[config.mk]
export PLATFORM = sky130hd
export DESIGN_NAME = qr_data_module_walker_flat
export DESIGN_NICKNAME = d
export VERILOG_FILES = /design/src/rtl/core/qdmw_pkg.sv /design/src/rtl/core/qdmw_if.sv /design/src/rtl/core/qr_data_module_walker.sv /design/src/flat_wrapper.sv
export SDC_FILE = /design/constraint.sdc
export NUM_CORES = 1
export LEC_CHECK = 0
export ABC_CLOCK_PERIOD_IN_PS = 12300
export BUFFER_PORTS_ARGS = -buffer_cell sky130_fd_sc_hd__clkbuf_2
export CAP_MARGIN = 20
export CORE_MARGIN = 4
export CORE_UTILIZATION = 45
export DETAILED_ROUTE_END_ITERATION = 10
export GPL_TIMING_DRIVEN = 0
export PLACE_DENSITY = 0.61
export SETUP_SLACK_MARGIN = 0.5
export SLEW_MARGIN = 20
export SYNTH_ARGS = -nofsm -noshare
export SYNTH_HDL_FRONTEND = slang
export SYNTH_SLANG_ARGS = --single-unit
export TNS_END_PERCENT = 20
[constraint.sdc]
create_clock -name clock -period 12.3 [get_ports clock]
set_clock_uncertainty 0.2 [all_clocks]
set_input_delay 1.23 -clock clock [delete_from_list [all_inputs] [get_ports clock]]
set_output_delay 1.23 -clock clock [all_outputs]
set_load 0.01 [all_outputs]
[src/rtl/core/qdmw_pkg.sv]
// ---------------------------------------------------------------------------
// qdmw_pkg
// Shared widths, register indexes and result type of the QR data module walker.
// ---------------------------------------------------------------------------
`default_nettype none

package qdmw_pkg;

   localparam int ROW_W     = 8;
   localparam int COL_W     = 8;
   localparam int BIT_IDX_W = 15;
   localparam int VER_W     = 6;
   localparam int ACNT_W    = 3;
   localparam int APOS_W    = 56;
   localparam int CSR_IDX_W = 2;
   localparam int CSR_DAT_W = APOS_W;

   localparam int MAX_ALIGN_POSITIONS = 7;
   localparam int MAX_VERSION         = 40;
   localparam int VERSION_WITH_INFO   = 7;

   localparam logic [CSR_IDX_W-1:0] CSR_VERSION         = 2'd0;
   localparam logic [CSR_IDX_W-1:0] CSR_ALIGN_COUNT     = 2'd1;
   localparam logic [CSR_IDX_W-1:0] CSR_ALIGN_POSITIONS = 2'd2;

   typedef struct packed {
      logic [ROW_W-1:0]     module_row;
      logic [COL_W-1:0]     module_col;
      logic [BIT_IDX_W-1:0] bit_index;
      logic                 finished;
      logic                 last;
   } rsp_item_type;

endpackage

`default_nettype wire

[src/rtl/core/qdmw_if.sv]
// ---------------------------------------------------------------------------
// qdmw request / response channels
// Valid/ready channels for walker commands and emitted data module positions.
// ---------------------------------------------------------------------------
`default_nettype none

interface qdmw_req_if;
   logic valid;
   logic ready;
   logic restart;

   modport source (output valid, output restart, input ready);
   modport sink   (input valid, input restart, output ready);
endinterface

interface qdmw_rsp_if;
   logic                           valid;
   logic                           ready;
   logic [qdmw_pkg::ROW_W-1:0]     module_row;
   logic [qdmw_pkg::COL_W-1:0]     module_col;
   logic [qdmw_pkg::BIT_IDX_W-1:0] bit_index;
   logic                           finished;
   logic                           last;

   modport source (output valid, output module_row, output module_col, output bit_index,
                   output finished, output last, input ready);
   modport sink   (input valid, input module_row, input module_col, input bit_index,
                   input finished, input last, output ready);
endinterface

`default_nettype wire

[src/rtl/core/qr_data_module_walker.sv]
// ---------------------------------------------------------------------------
// qr_data_module_walker
// Emits the row/column of every data module of a QR symbol in zigzag order.
// ---------------------------------------------------------------------------
// Usage:
//   req_bus carries one command per transaction: restart=1 puts the walker at
//   the bottom-right corner and produces no result; restart=0 visits one
//   column pair at the current row and produces 0, 1 or 2 results on rsp_bus
//   (one per transaction, last set on the final one). After the walk ends,
//   each advance produces a single result with finished=1 and the total
//   module count in bit_index.
//   The function-module test is combinational from the csr registers
//   (version, alignment count, packed alignment centres); write them only
//   while the block is idle.
//   A result appears in the cycle after its command is accepted.
//   Throughput: one command per cycle while each yields at most one result
//   and rsp_bus.ready is high; a command yielding two results fills the
//   two-entry result buffer, so the next command waits until one is taken.
//   Stalls: rsp_bus.ready low holds the buffered results; req_bus.ready drops
//   once the buffer cannot take a full command's results.
//   Reset: synchronous; walker ends up in the finished state with version 1
//   and no alignment squares; the buffer is emptied.
// ---------------------------------------------------------------------------
`default_nettype none

module qr_data_module_walker (
   input  wire                                clock,
   input  wire                                reset,
   qdmw_req_if.sink                           req_bus,
   qdmw_rsp_if.source                         rsp_bus,
   input  wire                                csr_we,
   input  wire  [qdmw_pkg::CSR_IDX_W-1:0]     csr_index,
   input  wire  [qdmw_pkg::CSR_DAT_W-1:0]     csr_wdata
);
   import qdmw_pkg::*;

   // configuration
   logic [VER_W-1:0]  version_ff;
   logic [ACNT_W-1:0] align_count_ff;
   logic [APOS_W-1:0] align_pos_ff;

   // walker state
   logic [ROW_W-1:0]     walk_row_ff, walk_row_in;
   logic [COL_W-1:0]     walk_col_ff, walk_col_in;
   logic                 walk_upward_ff, walk_upward_in;
   logic [BIT_IDX_W-1:0] bit_count_ff, bit_count_in;
   logic                 walk_finished_ff, walk_finished_in;

   // result buffer
   rsp_item_type slot0_ff, slot0_in, slot1_ff, slot1_in;
   logic [1:0]   cnt_ff, cnt_in;

   logic req_acc, rsp_acc;
   logic [VER_W-1:0]  ver_eff;
   logic [ROW_W-1:0]  sym_n;
   logic [ACNT_W-1:0] cnt_eff;
   logic              info_en;
   logic [COL_W-1:0]  col_eff, col_left;
   logic              free0, free1;
   logic signed [9:0] row_s;
   logic signed [9:0] col_s;
   logic              up_nx;
   rsp_item_type      res0, res1;
   logic [1:0]        res_cnt;

   function automatic logic is_func(
      input logic [ROW_W-1:0]  r,
      input logic [COL_W-1:0]  c,
      input logic [ROW_W-1:0]  n,
      input logic              info,
      input logic [ACNT_W-1:0] acnt,
      input logic [APOS_W-1:0] apos
   );
      logic [MAX_ALIGN_POSITIONS-1:0] row_hit;
      logic [MAX_ALIGN_POSITIONS-1:0] col_hit;
      logic [7:0] ap;
      logic       hit;
      hit = 1'b0;
      for (int i = 0; i < MAX_ALIGN_POSITIONS; i++) begin
         ap = apos[8*i +: 8];
         row_hit[i] = ({1'b0, r} + 9'd2 >= {1'b0, ap}) && ({1'b0, r} <= {1'b0, ap} + 9'd2);
         col_hit[i] = ({1'b0, c} + 9'd2 >= {1'b0, ap}) && ({1'b0, c} <= {1'b0, ap} + 9'd2);
      end
      for (int i = 0; i < MAX_ALIGN_POSITIONS; i++) begin
         for (int j = 0; j < MAX_ALIGN_POSITIONS; j++) begin
            // skip the three squares that would sit on the finders
            if (ACNT_W'(i) < acnt && ACNT_W'(j) < acnt
                && !(i == 0 && j == 0)
                && !(ACNT_W'(i) == acnt - 3'd1 && j == 0)
                && !(i == 0 && ACNT_W'(j) == acnt - 3'd1)
                && row_hit[i] && col_hit[j]) begin
               hit = 1'b1;
            end
         end
      end
      if (r < 8'd9 && c < 8'd9) hit = 1'b1;
      if (r >= n - 8'd8 && c < 8'd9) hit = 1'b1;
      if (r < 8'd9 && c >= n - 8'd8) hit = 1'b1;
      if (c == 8'd6 && r >= 8'd8 && r <= n - 8'd9) hit = 1'b1;
      if (r == 8'd6 && c >= 8'd8 && c <= n - 8'd9) hit = 1'b1;
      if (info) begin
         if (r >= n - 8'd11 && r <= n - 8'd9 && c < 8'd6) hit = 1'b1;
         if (r < 8'd6 && c >= n - 8'd11 && c <= n - 8'd9) hit = 1'b1;
      end
      return hit;
   endfunction

   assign req_acc = req_bus.valid && req_bus.ready;
   assign rsp_acc = rsp_bus.valid && rsp_bus.ready;

   assign req_bus.ready      = (cnt_ff == 2'd0) || (cnt_ff == 2'd1 && rsp_bus.ready);
   assign rsp_bus.valid      = (cnt_ff != 2'd0);
   assign rsp_bus.module_row = slot0_ff.module_row;
   assign rsp_bus.module_col = slot0_ff.module_col;
   assign rsp_bus.bit_index  = slot0_ff.bit_index;
   assign rsp_bus.finished   = slot0_ff.finished;
   assign rsp_bus.last       = slot0_ff.last;

   // effective geometry
   always_comb begin
      ver_eff = version_ff;
      if (ver_eff == '0) ver_eff = VER_W'(1);
      if (ver_eff > VER_W'(MAX_VERSION)) ver_eff = VER_W'(MAX_VERSION);
      sym_n   = ROW_W'({ver_eff, 2'b00}) + 8'd17;
      info_en = (ver_eff >= VER_W'(VERSION_WITH_INFO));
      cnt_eff = align_count_ff;
      if (align_count_ff > ACNT_W'(MAX_ALIGN_POSITIONS)) cnt_eff = ACNT_W'(MAX_ALIGN_POSITIONS);
   end

   assign col_eff  = (walk_col_ff == 8'd6) ? 8'd5 : walk_col_ff;
   assign col_left = col_eff - 8'd1;
   assign free0 = !is_func(walk_row_ff, col_eff, sym_n, info_en, cnt_eff, align_pos_ff);
   assign free1 = (col_eff != 8'd0)
                  && !is_func(walk_row_ff, col_left, sym_n, info_en, cnt_eff, align_pos_ff);

   // restart, finished result or one zigzag step
   always_comb begin
      walk_row_in      = walk_row_ff;
      walk_col_in      = walk_col_ff;
      walk_upward_in   = walk_upward_ff;
      bit_count_in     = bit_count_ff;
      walk_finished_in = walk_finished_ff;
      res0    = '0;
      res1    = '0;
      res_cnt = 2'd0;
      row_s   = '0;
      col_s   = '0;
      up_nx   = walk_upward_ff;
      if (req_bus.restart) begin
         walk_row_in      = sym_n - 8'd1;
         walk_col_in      = sym_n - 8'd1;
         walk_upward_in   = 1'b1;
         bit_count_in     = '0;
         walk_finished_in = 1'b0;
      end else if (walk_finished_ff) begin
         res0.bit_index = bit_count_ff;
         res0.finished  = 1'b1;
         res0.last      = 1'b1;
         res_cnt        = 2'd1;
      end else begin
         res0.module_row = walk_row_ff;
         res0.module_col = free0 ? col_eff : col_left;
         res0.bit_index  = bit_count_ff;
         res0.last       = !(free0 && free1);
         res1.module_row = walk_row_ff;
         res1.module_col = col_left;
         res1.bit_index  = bit_count_ff + 15'd1;
         res1.last       = 1'b1;
         res_cnt         = {1'b0, free0} + {1'b0, free1};
         bit_count_in    = bit_count_ff + BIT_IDX_W'(res_cnt);

         row_s = walk_upward_ff ? $signed({2'b00, walk_row_ff}) - 10'sd1
                                : $signed({2'b00, walk_row_ff}) + 10'sd1;
         col_s = $signed({2'b00, col_eff});
         if (row_s < 10'sd0 || row_s >= $signed({2'b00, sym_n})) begin
            up_nx = !walk_upward_ff;
            col_s = col_s - 10'sd2;
            row_s = up_nx ? row_s - 10'sd1 : row_s + 10'sd1;
            if (row_s < 10'sd0) row_s = 10'sd0;
            if (row_s > 10'sd255) row_s = 10'sd255;
         end
         if (col_s <= 10'sd0) begin
            walk_finished_in = 1'b1;
            col_s = 10'sd0;
         end
         if (col_s == 10'sd6) col_s = 10'sd5;
         walk_upward_in = up_nx;
         walk_row_in    = row_s[7:0];
         walk_col_in    = col_s[7:0];
      end
   end

   // result buffer next state
   always_comb begin
      slot0_in = slot0_ff;
      slot1_in = slot1_ff;
      cnt_in   = cnt_ff;
      if (req_acc) begin
         slot0_in = res0;
         slot1_in = res1;
         cnt_in   = res_cnt;
      end else if (rsp_acc) begin
         slot0_in = slot1_ff;
         cnt_in   = cnt_ff - 2'd1;
      end
   end

   always_ff @(posedge clock) begin
      slot0_ff <= slot0_in;
      slot1_ff <= slot1_in;
      if (reset) begin
         cnt_ff           <= '0;
         walk_row_ff      <= '0;
         walk_col_ff      <= '0;
         walk_upward_ff   <= 1'b1;
         bit_count_ff     <= '0;
         walk_finished_ff <= 1'b1;
      end else begin
         cnt_ff <= cnt_in;
         if (req_acc) begin
            walk_row_ff      <= walk_row_in;
            walk_col_ff      <= walk_col_in;
            walk_upward_ff   <= walk_upward_in;
            bit_count_ff     <= bit_count_in;
            walk_finished_ff <= walk_finished_in;
         end
      end
   end

   always_ff @(posedge clock) begin
      if (reset) begin
         version_ff     <= VER_W'(1);
         align_count_ff <= '0;
         align_pos_ff   <= '0;
      end else if (csr_we) begin
         unique case (csr_index)
            CSR_VERSION:         version_ff     <= csr_wdata[VER_W-1:0];
            CSR_ALIGN_COUNT:     align_count_ff <= csr_wdata[ACNT_W-1:0];
            CSR_ALIGN_POSITIONS: align_pos_ff   <= csr_wdata[APOS_W-1:0];
            default: ;
         endcase
      end
   end

   a_cnt_bound: assert property (@(posedge clock) disable iff (reset)
      cnt_ff <= 2'd2)
      else $error("result buffer overfilled");

   a_restart_silent: assert property (@(posedge clock) disable iff (reset)
      req_acc && req_bus.restart |=> cnt_ff == 2'd0)
      else $error("restart produced a result");

   a_fin_zero_pos: assert property (@(posedge clock) disable iff (reset)
      rsp_bus.valid && rsp_bus.finished |-> rsp_bus.module_row == '0
                                            && rsp_bus.module_col == '0 && rsp_bus.last)
      else $error("finished result carries a position");

   a_pair_order: assert property (@(posedge clock) disable iff (reset)
      cnt_ff == 2'd2 |-> !slot0_ff.last && slot1_ff.last
                         && slot1_ff.bit_index == slot0_ff.bit_index + 15'd1)
      else $error("pair results out of order");

endmodule

`default_nettype wire
[src/flat_wrapper.sv]
// flat-port wrapper written by rule: the top's interface ports become plain ports
module qr_data_module_walker_flat import qdmw_pkg::*;
  (clock, reset, csr_we, csr_index, csr_wdata, req_bus_valid, req_bus_restart, req_bus_ready, rsp_bus_valid, rsp_bus_module_row, rsp_bus_module_col, rsp_bus_bit_index, rsp_bus_finished, rsp_bus_last, rsp_bus_ready);
  qdmw_req_if req_bus_i ();
  qdmw_rsp_if rsp_bus_i ();
  input  wire clock;
  input  wire reset;
  input  wire csr_we;
  input  wire  [qdmw_pkg::CSR_IDX_W-1:0] csr_index;
  input  wire  [qdmw_pkg::CSR_DAT_W-1:0] csr_wdata;
  input wire logic [$bits(req_bus_i.valid)-1:0] req_bus_valid;
  input wire logic [$bits(req_bus_i.restart)-1:0] req_bus_restart;
  output wire logic [$bits(req_bus_i.ready)-1:0] req_bus_ready;
  output wire logic [$bits(rsp_bus_i.valid)-1:0] rsp_bus_valid;
  output wire logic [$bits(rsp_bus_i.module_row)-1:0] rsp_bus_module_row;
  output wire logic [$bits(rsp_bus_i.module_col)-1:0] rsp_bus_module_col;
  output wire logic [$bits(rsp_bus_i.bit_index)-1:0] rsp_bus_bit_index;
  output wire logic [$bits(rsp_bus_i.finished)-1:0] rsp_bus_finished;
  output wire logic [$bits(rsp_bus_i.last)-1:0] rsp_bus_last;
  input wire logic [$bits(rsp_bus_i.ready)-1:0] rsp_bus_ready;
  assign req_bus_i.valid = req_bus_valid;
  assign req_bus_i.restart = req_bus_restart;
  assign req_bus_ready = req_bus_i.ready;
  assign rsp_bus_valid = rsp_bus_i.valid;
  assign rsp_bus_module_row = rsp_bus_i.module_row;
  assign rsp_bus_module_col = rsp_bus_i.module_col;
  assign rsp_bus_bit_index = rsp_bus_i.bit_index;
  assign rsp_bus_finished = rsp_bus_i.finished;
  assign rsp_bus_last = rsp_bus_i.last;
  assign rsp_bus_i.ready = rsp_bus_ready;
  qr_data_module_walker u_core (.clock(clock), .reset(reset), .req_bus(req_bus_i), .rsp_bus(rsp_bus_i), .csr_we(csr_we), .csr_index(csr_index), .csr_wdata(csr_wdata));
endmodule
==> flow_metrics.env, run 1 <==
export IMPL_cts_buffer_depth=2
export IMPL_synth_area_leader_cell="ha_1"
export IMPL_top_layer_used="met4"
export IMPL_numPlacedInstances=2869
export IMPL_syn_avg_cell_area_um2=8.20
export IMPL_globalplace_congestion=0.954
export IMPL_die_x_um=210
export IMPL_cellPowerDensity_nw_per_um2=158
export IMPL_yosysSeqAreaShare=0.215
export IMPL_status="finished, final reports clean"
export IMPL_switching_share=0.486
export IMPL_leakage_nw=8.31
export IMPL_maxSlewViolCount=0
export IMPL_tritoncts="done"
export IMPL_final_nets=2822
export IMPL_worstPathArrival_ns=9.73
export IMPL_path_delay_family="simple AND/OR/NAND/NOR gates"
export IMPL_antenna_left=0
export IMPL_cts_resized=0
export IMPL_drt_iter0_drc=1693
export IMPL_fin_util=0.506
export IMPL_dpl_hpwl_um=49200
export IMPL_start_util=0.459
export IMPL_dr_pass1_iters=5
export IMPL_synth_area_um2=18400
export IMPL_worstMarginPinSlew_ns=1.33
export IMPL_wl_met3_um=5050
export IMPL_internal_power_w=0.00165
export IMPL_startpoint_type="flop"
export IMPL_fin_cells=2903
export IMPL_clock_latency_ns=0.48
export IMPL_clock_sinks=165
export IMPL_finalSetupTns_ns=0
export IMPL_critPathSlowestCell="xor2_1"
export IMPL_dr_wl_met2_um=30200
export IMPL_layout_commonest_cell="ha_1"
export IMPL_fin_ws_ns=2.77
export IMPL_design_core_area_um2=40100
export IMPL_fin_crit_sh=0.775
export IMPL_cts_setup_buffers=0
export IMPL_grt_antenna_before_repair=0
export IMPL_synth_top_area_share=0.266
export IMPL_dr_total_vias=18045
export IMPL_io_buffers=97
export IMPL_synthesis_nets=2701
export IMPL_final_cell_mix="392 x ha_1, 273 x nand2_1, 177 x a21oi_1"
export IMPL_syn_inst=2244
export IMPL_slew_headroom=0.116
export IMPL_synth_cell_types=90
export IMPL_max_cap_viol_count=0
export IMPL_p_clk_frac=0.176
export IMPL_drive_gt1_frac=0.0870
export IMPL_vias_per_cell=6.22
export IMPL_worstSetupPathType="flop to flop"
export IMPL_drt_met1_wl_um=28400
export IMPL_ys_seq_elements=165
export IMPL_async_flop_share=0
export IMPL_synth_edf_count=65
export IMPL_fp_row_count=73
export IMPL_slowest_delay_ns=0.85
export IMPL_syn_to_final_growth_pct=10.3
export IMPL_wl_um=67000
export IMPL_clk_pin_slew_worst_paths_ns=0.07
export IMPL_grt_max_degree=38
export IMPL_power_frac_comb=0.608
export IMPL_avgRoutedWirePerCell_um=23.1
export IMPL_grt_ovfl_total=0
export IMPL_synth_area_top_cells="ha_1 27%, dfxtp_1 11%, edfxtp_1 11%"
export IMPL_drc=0
export IMPL_ios=99
export IMPL_crit_required_ns=12.50
export IMPL_die_area_um2=44200
export IMPL_crit_buf_inv=3
export IMPL_finalWorstPathRequiredPeriod_ns=9.53
export IMPL_power_w=0.00320
export IMPL_cp_max_fo=12
export IMPL_net_switching_power_w=0.00156
export IMPL_die_h_um=210
export IMPL_grt_pass1_vias=17129
export IMPL_grt_first_pass_wirelength_um=101000
export IMPL_cts_hold_buf=0
export IMPL_cts_buffers=17
export IMPL_rsz0062_at_grt="no"
export IMPL_hold_viol_final=0
export IMPL_cp_common_cell="ha_1"
export IMPL_setup_viol=0
export IMPL_cts_max_level=4
export IMPL_diodes=0
export IMPL_grt_usage=0.295
export IMPL_synth_flop_cell="dfxtp_1"
export IMPL_crit_path_end_kind="flop"
export IMPL_p_seq_frac=0.216
export IMPL_ir_worst_vdd_mv=0.104
export IMPL_worstHoldPathType="flop to flop"
export IMPL_pre_cts_ws_ns=3.14
export IMPL_root_buffer="clkbuf_16"
export IMPL_yosys_warnings=0
export IMPL_max_freq_mhz=105
[sequential cells by signal (all words and copies together) (netlist names)]
name / cells
u_core.walk_row_ff: 8
u_core.rsp_bus.module_row: 8
u_core.walk_col_ff: 8
u_core.align_pos_ff: 56
u_core.cnt_ff: 2
u_core.rsp_bus.last: 1
u_core.rsp_bus.finished: 1
u_core.rsp_bus.module_col: 8
u_core.version_ff: 6
u_core.align_count_ff: 3
u_core.rsp_bus.bit_index: 15
u_core.slot1_ff: 32
u_core.walk_finished_ff: 1
u_core.bit_count_ff: 15
u_core.walk_upward_ff: 1
[logic make-up after synthesis]
kind of cell	Yosys count	share of synthesized area
fa+ha+maj	393	0.268
compound gates	600	0.211
xor+xnor	103	0.0494
buf+inv	193	0.0415
flops	165	0.215
mux	23	0.0132
simple gates	767	0.202
[power by group through the flow]
stage | Clock [W] | Combinational [W] | Sequential (W)
4_1_cts | 0.000572 | 0.00187 | 0.000690
3_5_place_dp | 0 | 0.00186 | 0.000702
2_1_floorplan | 0 | 0.00129 | 0.000691
5_1_grt | 0.000595 | 0.00213 | 0.000695
3_3_place_gp | 0 | 0.00179 | 0.000701
6_report | 0.000565 | 0.00195 | 0.000692
[worst paths after layout]
kind | cells after the start | start | slack (ns) | end
worst min register to register | 2 | u_core.align_pos_ff[39]$_SDFFE_PP0P_ | 0.26 | u_core.align_pos_ff[39]$_SDFFE_PP0P_
worst min-delay path | 2 | u_core.align_pos_ff[39]$_SDFFE_PP0P_ | 0.26 | u_core.align_pos_ff[39]$_SDFFE_PP0P_
worst max register to register | 27 | u_core.walk_col_ff[0]$_SDFFE_PP0P_ | 2.77 | u_core.bit_count_ff[11]$_SDFFE_PP0P_
worst max-delay path | 27 | u_core.walk_col_ff[0]$_SDFFE_PP0P_ | 2.77 | u_core.bit_count_ff[11]$_SDFFE_PP0P_
[layout make-up]
| type | instances | area, um^2 |
|---|---|---|
| inverters | 103 | 389 |
| flip-flops and latches | 165 | 3950 |
| clock inverters | 14 | 156 |
| well taps | 525 | 657 |
| clock buffers | 18 | 429 |
| multi-input cells | 1886 | 13800 |
| fillers | 3872 | 19800 |
| plain buffers | 90 | 379 |
| repair buffers | 102 | 547 |
[per-stage QoR]
step | hold slack [ns] | cell area [um^2]
3_3_place_gp | 0.248 | 19500
4_1_cts | 0.262 | 20200
3_5_place_dp | 0.251 | 19600
5_1_grt | 0.279 | 20300
2_1_floorplan | 0.232 | 18400
6_report | 0.262 | 20300
[metal layers]
metal | global-route usage | up-vias
met5 | 0 | -
met4 | 0.135 | 0
met3 | 0.0384 | 181
met2 | 0.482 | 785
met1 | 0.390 | 8517
li1 | - | 8562
[cells in the mapped netlist, types with 10 or more instances]
master / instances
nor3_1: 30
ha_1: 392
o211ai_1: 24
nor4_1: 12
o31ai_1: 10
nor2b_1: 28
mux2i_1: 13
nand2b_1: 25
nand2_1: 273
a21o_1: 34
a31oi_1: 27
nand3_1: 79
dfxtp_1: 100
edfxtp_1: 65
nand4_1: 60
and3_1: 15
buf_1: 10
a211o_1: 15
a211oi_1: 34
clkbuf_1: 72
or2_2: 10
xnor2_1: 73
inv_1: 98
a21boi_0: 10
nand3b_1: 11
a21oi_1: 177
o221ai_1: 10
o21ai_0: 128
xor2_1: 29
or3_1: 21
o21a_1: 31
nor2_1: 157
[worst register-to-register path, stage by stage (launching register included)]
cell      delay, ns
dfxtp_1        0.37
inv_1          0.13
ha_1           0.26
and3b_1        0.22
nand2_2        0.12
nand2_1        0.57
ha_1           0.53
clkbuf_1       0.24
o21a_1         0.22
xnor2_1        0.52
inv_1          0.66
nand3_1        0.34
xor2_1         0.85
ha_1           0.41
a211oi_1       0.26
o21ai_0        0.13
a211o_1        0.31
a31oi_1        0.23
a22oi_1        0.11
or4_1          0.56
nor4b_2        0.47
ha_1           0.35
ha_1           0.18
a21oi_1        0.04
nor3b_1        0.41
nand2_1        0.25
or3_1          0.40
a21oi_1        0.14
Note: power is estimated with default switching activity, not from simulation.
==> inputs of run 2 (changes only) <==
ABC_CLOCK_PERIOD_IN_PS = 9300   (was 12300)
clock period = 9.3 ns   (was 12.3 ns; I/O delays follow)
==> run 2 against run 1 <==
Die area stayed put. Via count is 0.54% higher. Routed wire length is 0.20% higher. Worst hold slack worse by 0.0020 ns. Critical path depth is 8 lower.
==> flow_metrics.env, run 2 (synthesis gave the netlist of run 1 again) <==
export IMPL_clock_sinks=165
export IMPL_layout_commonest_cell="ha_1"
export IMPL_wl_um=67100
export IMPL_grt_ovfl_total=0
export IMPL_numPlacedInstances=2869
export IMPL_avgRoutedWirePerCell_um=23.1
export IMPL_fp_row_count=73
export IMPL_syn_to_final_growth_pct=10.8
export IMPL_globalplace_congestion=0.954
export IMPL_die_area_um2=44200
export IMPL_finalSetupTns_ns=0
export IMPL_cellPowerDensity_nw_per_um2=208
export IMPL_maxSlewViolCount=0
export IMPL_multi_input_area_um2=13800
export IMPL_antenna_left=0
export IMPL_leakage_nw=8.35
export IMPL_reg_largest_list="u_core.align_pos_ff: 56 flops, u_core.slot1_ff: 32 flops"
export IMPL_drive_gt1_frac=0.0927
export IMPL_fin_crit_sh=0.912
export IMPL_max_freq_mhz=118
export IMPL_final_cell_mix="392 x ha_1, 272 x nand2_1, 177 x a21oi_1"
export IMPL_layout_area_seq_um2=3950
export IMPL_fillers=3862
export IMPL_drt_iter0_drc=1642
export IMPL_start_util=0.459
export IMPL_crit_path_end_kind="flop"
export IMPL_ir_worst_vdd_mv=0.137
export IMPL_die_x_um=210
export IMPL_status="finished, final reports clean"
export IMPL_final_nets=2828
export IMPL_startpoint_type="flop"
export IMPL_drc=0
export IMPL_largest_reg_flops=56
export IMPL_grt_antenna_before_repair=0
export IMPL_worstMarginPinSlew_ns=1.27
export IMPL_place_area_um2=19600
export IMPL_dr_total_vias=18142
export IMPL_dpl_hpwl_um=49200
export IMPL_max_cap_viol_count=0
export IMPL_dr_pass1_iters=5
export IMPL_crit_required_ns=9.50
export IMPL_root_buffer="clkbuf_16"
export IMPL_slew_headroom=0.154
export IMPL_cts_max_level=4
export IMPL_stdcell_area_um2=20400
export IMPL_diodes=0
export IMPL_power_w=0.00425
export IMPL_ios=99
export IMPL_tritoncts="done"
export IMPL_hold_viol_final=0
export IMPL_fin_cells=2909
export IMPL_rsz0062_at_grt="no"
export IMPL_cts_hold_buf=0
export IMPL_grt_pass1_vias=17138
export IMPL_grt_usage=0.296
export IMPL_io_buffers=97
export IMPL_vias_per_cell=6.24
export IMPL_cts_buffer_depth=2
export IMPL_regMostFlops="u_core.align_pos_ff"
export IMPL_hold_ws_ns=0.260
export IMPL_grt_max_degree=38
export IMPL_clock_latency_ns=0.48
export IMPL_cp_max_fo=13
export IMPL_worstSetupPathType="flop to flop"
export IMPL_finalWorstPathRequiredPeriod_ns=8.48
export IMPL_worstHoldPathType="flop to flop"
export IMPL_setup_viol=0
export IMPL_die_h_um=210
export IMPL_grt_first_pass_wirelength_um=101000
export IMPL_design_core_area_um2=40100
export IMPL_cts_buffers=17
export IMPL_clk_pin_slew_worst_paths_ns=0.07
export IMPL_worstPathArrival_ns=8.67
## run 2: cell types whose count changed in the layout (fill, tap and decap cells not counted), sizes merged
cell / delta
buf: +6
clkinvlp: +3
inv: -3
## run 2: final timing paths
path                                                              to                                  from  slack, ns  cells past startpoint
worst max-delay path             u_core.bit_count_ff[9]$_SDFFE_PP0P_    u_core.walk_row_ff[1]$_SDFFE_PP0P_       0.82                     19
worst min-delay path            u_core.align_pos_ff[39]$_SDFFE_PP0P_  u_core.align_pos_ff[39]$_SDFFE_PP0P_       0.26                      2
worst max register to register   u_core.bit_count_ff[9]$_SDFFE_PP0P_    u_core.walk_row_ff[1]$_SDFFE_PP0P_       0.82                     19
worst min register to register  u_core.align_pos_ff[39]$_SDFFE_PP0P_  u_core.align_pos_ff[39]$_SDFFE_PP0P_       0.26                      2
## run 2: power breakdown
part	total, W	internal [W]	switching (W)	leakage, nW
logic	0.00259	0.000970	0.00162	6.60
registers	0.000915	0.000843	0.0000723	1.46
clock network	0.000747	0.000382	0.000365	0.287
total	0.00425	0.00220	0.00206	8.35
## run 2: layout make-up
cell class,count,share of cell area
flip-flops and latches,165,0.194
well taps,525,0.0322
inverters,103,0.0196
repair buffers,108,0.0296
multi-input cells,1886,0.677
plain buffers,90,0.0186
clock buffers,18,0.0210
clock inverters,14,0.00767
## run 2: through the flow
| stage | worst slack (ns) | util |
|---|---|---|
| after floorplan | 2.63 | - |
| after global placement | 0.108 | 0.488 |
| after detailed placement | 0.141 | 0.490 |
| after CTS | 0.793 | 0.506 |
| after global routing | 0.578 | 0.509 |
| final | 0.822 | 0.509 |
## run 2: worst max-delay path: stages (launching register included)
cell       delay, ns
dfxtp_1         1.16
inv_1           0.83
ha_1            0.81
ha_1            0.34
a2111oi_0       0.62
nor3_1          0.19
o22ai_2         0.41
nor2_1          0.17
o21a_1          0.19
o311ai_0        0.46
nand4_1         0.20
or4_1           0.51
nor4b_2         0.52
ha_1            0.36
ha_1            0.18
a21oi_1         0.04
nor3b_1         0.41
nand2_1         0.25
or3_1           0.39
a21oi_1         0.14
## run 2: timing repair
| item | 4_1_cts | 5_1_grt |
|---|---|---|
| setup buffers | 3 | 3 |
| cloned | 0 | 0 |
| endpoints found under the setup margin | 9 | 10 |
| hold endpoints to repair | 0 | 0 |
| gates resized for setup | 6 | 4 |
## run 2: per-layer routing
metal	wire (um)	global-route usage
met1	28400	0.392
met2	30400	0.483
met3	5030	0.0363
met4	3330	0.134
met5	0	0
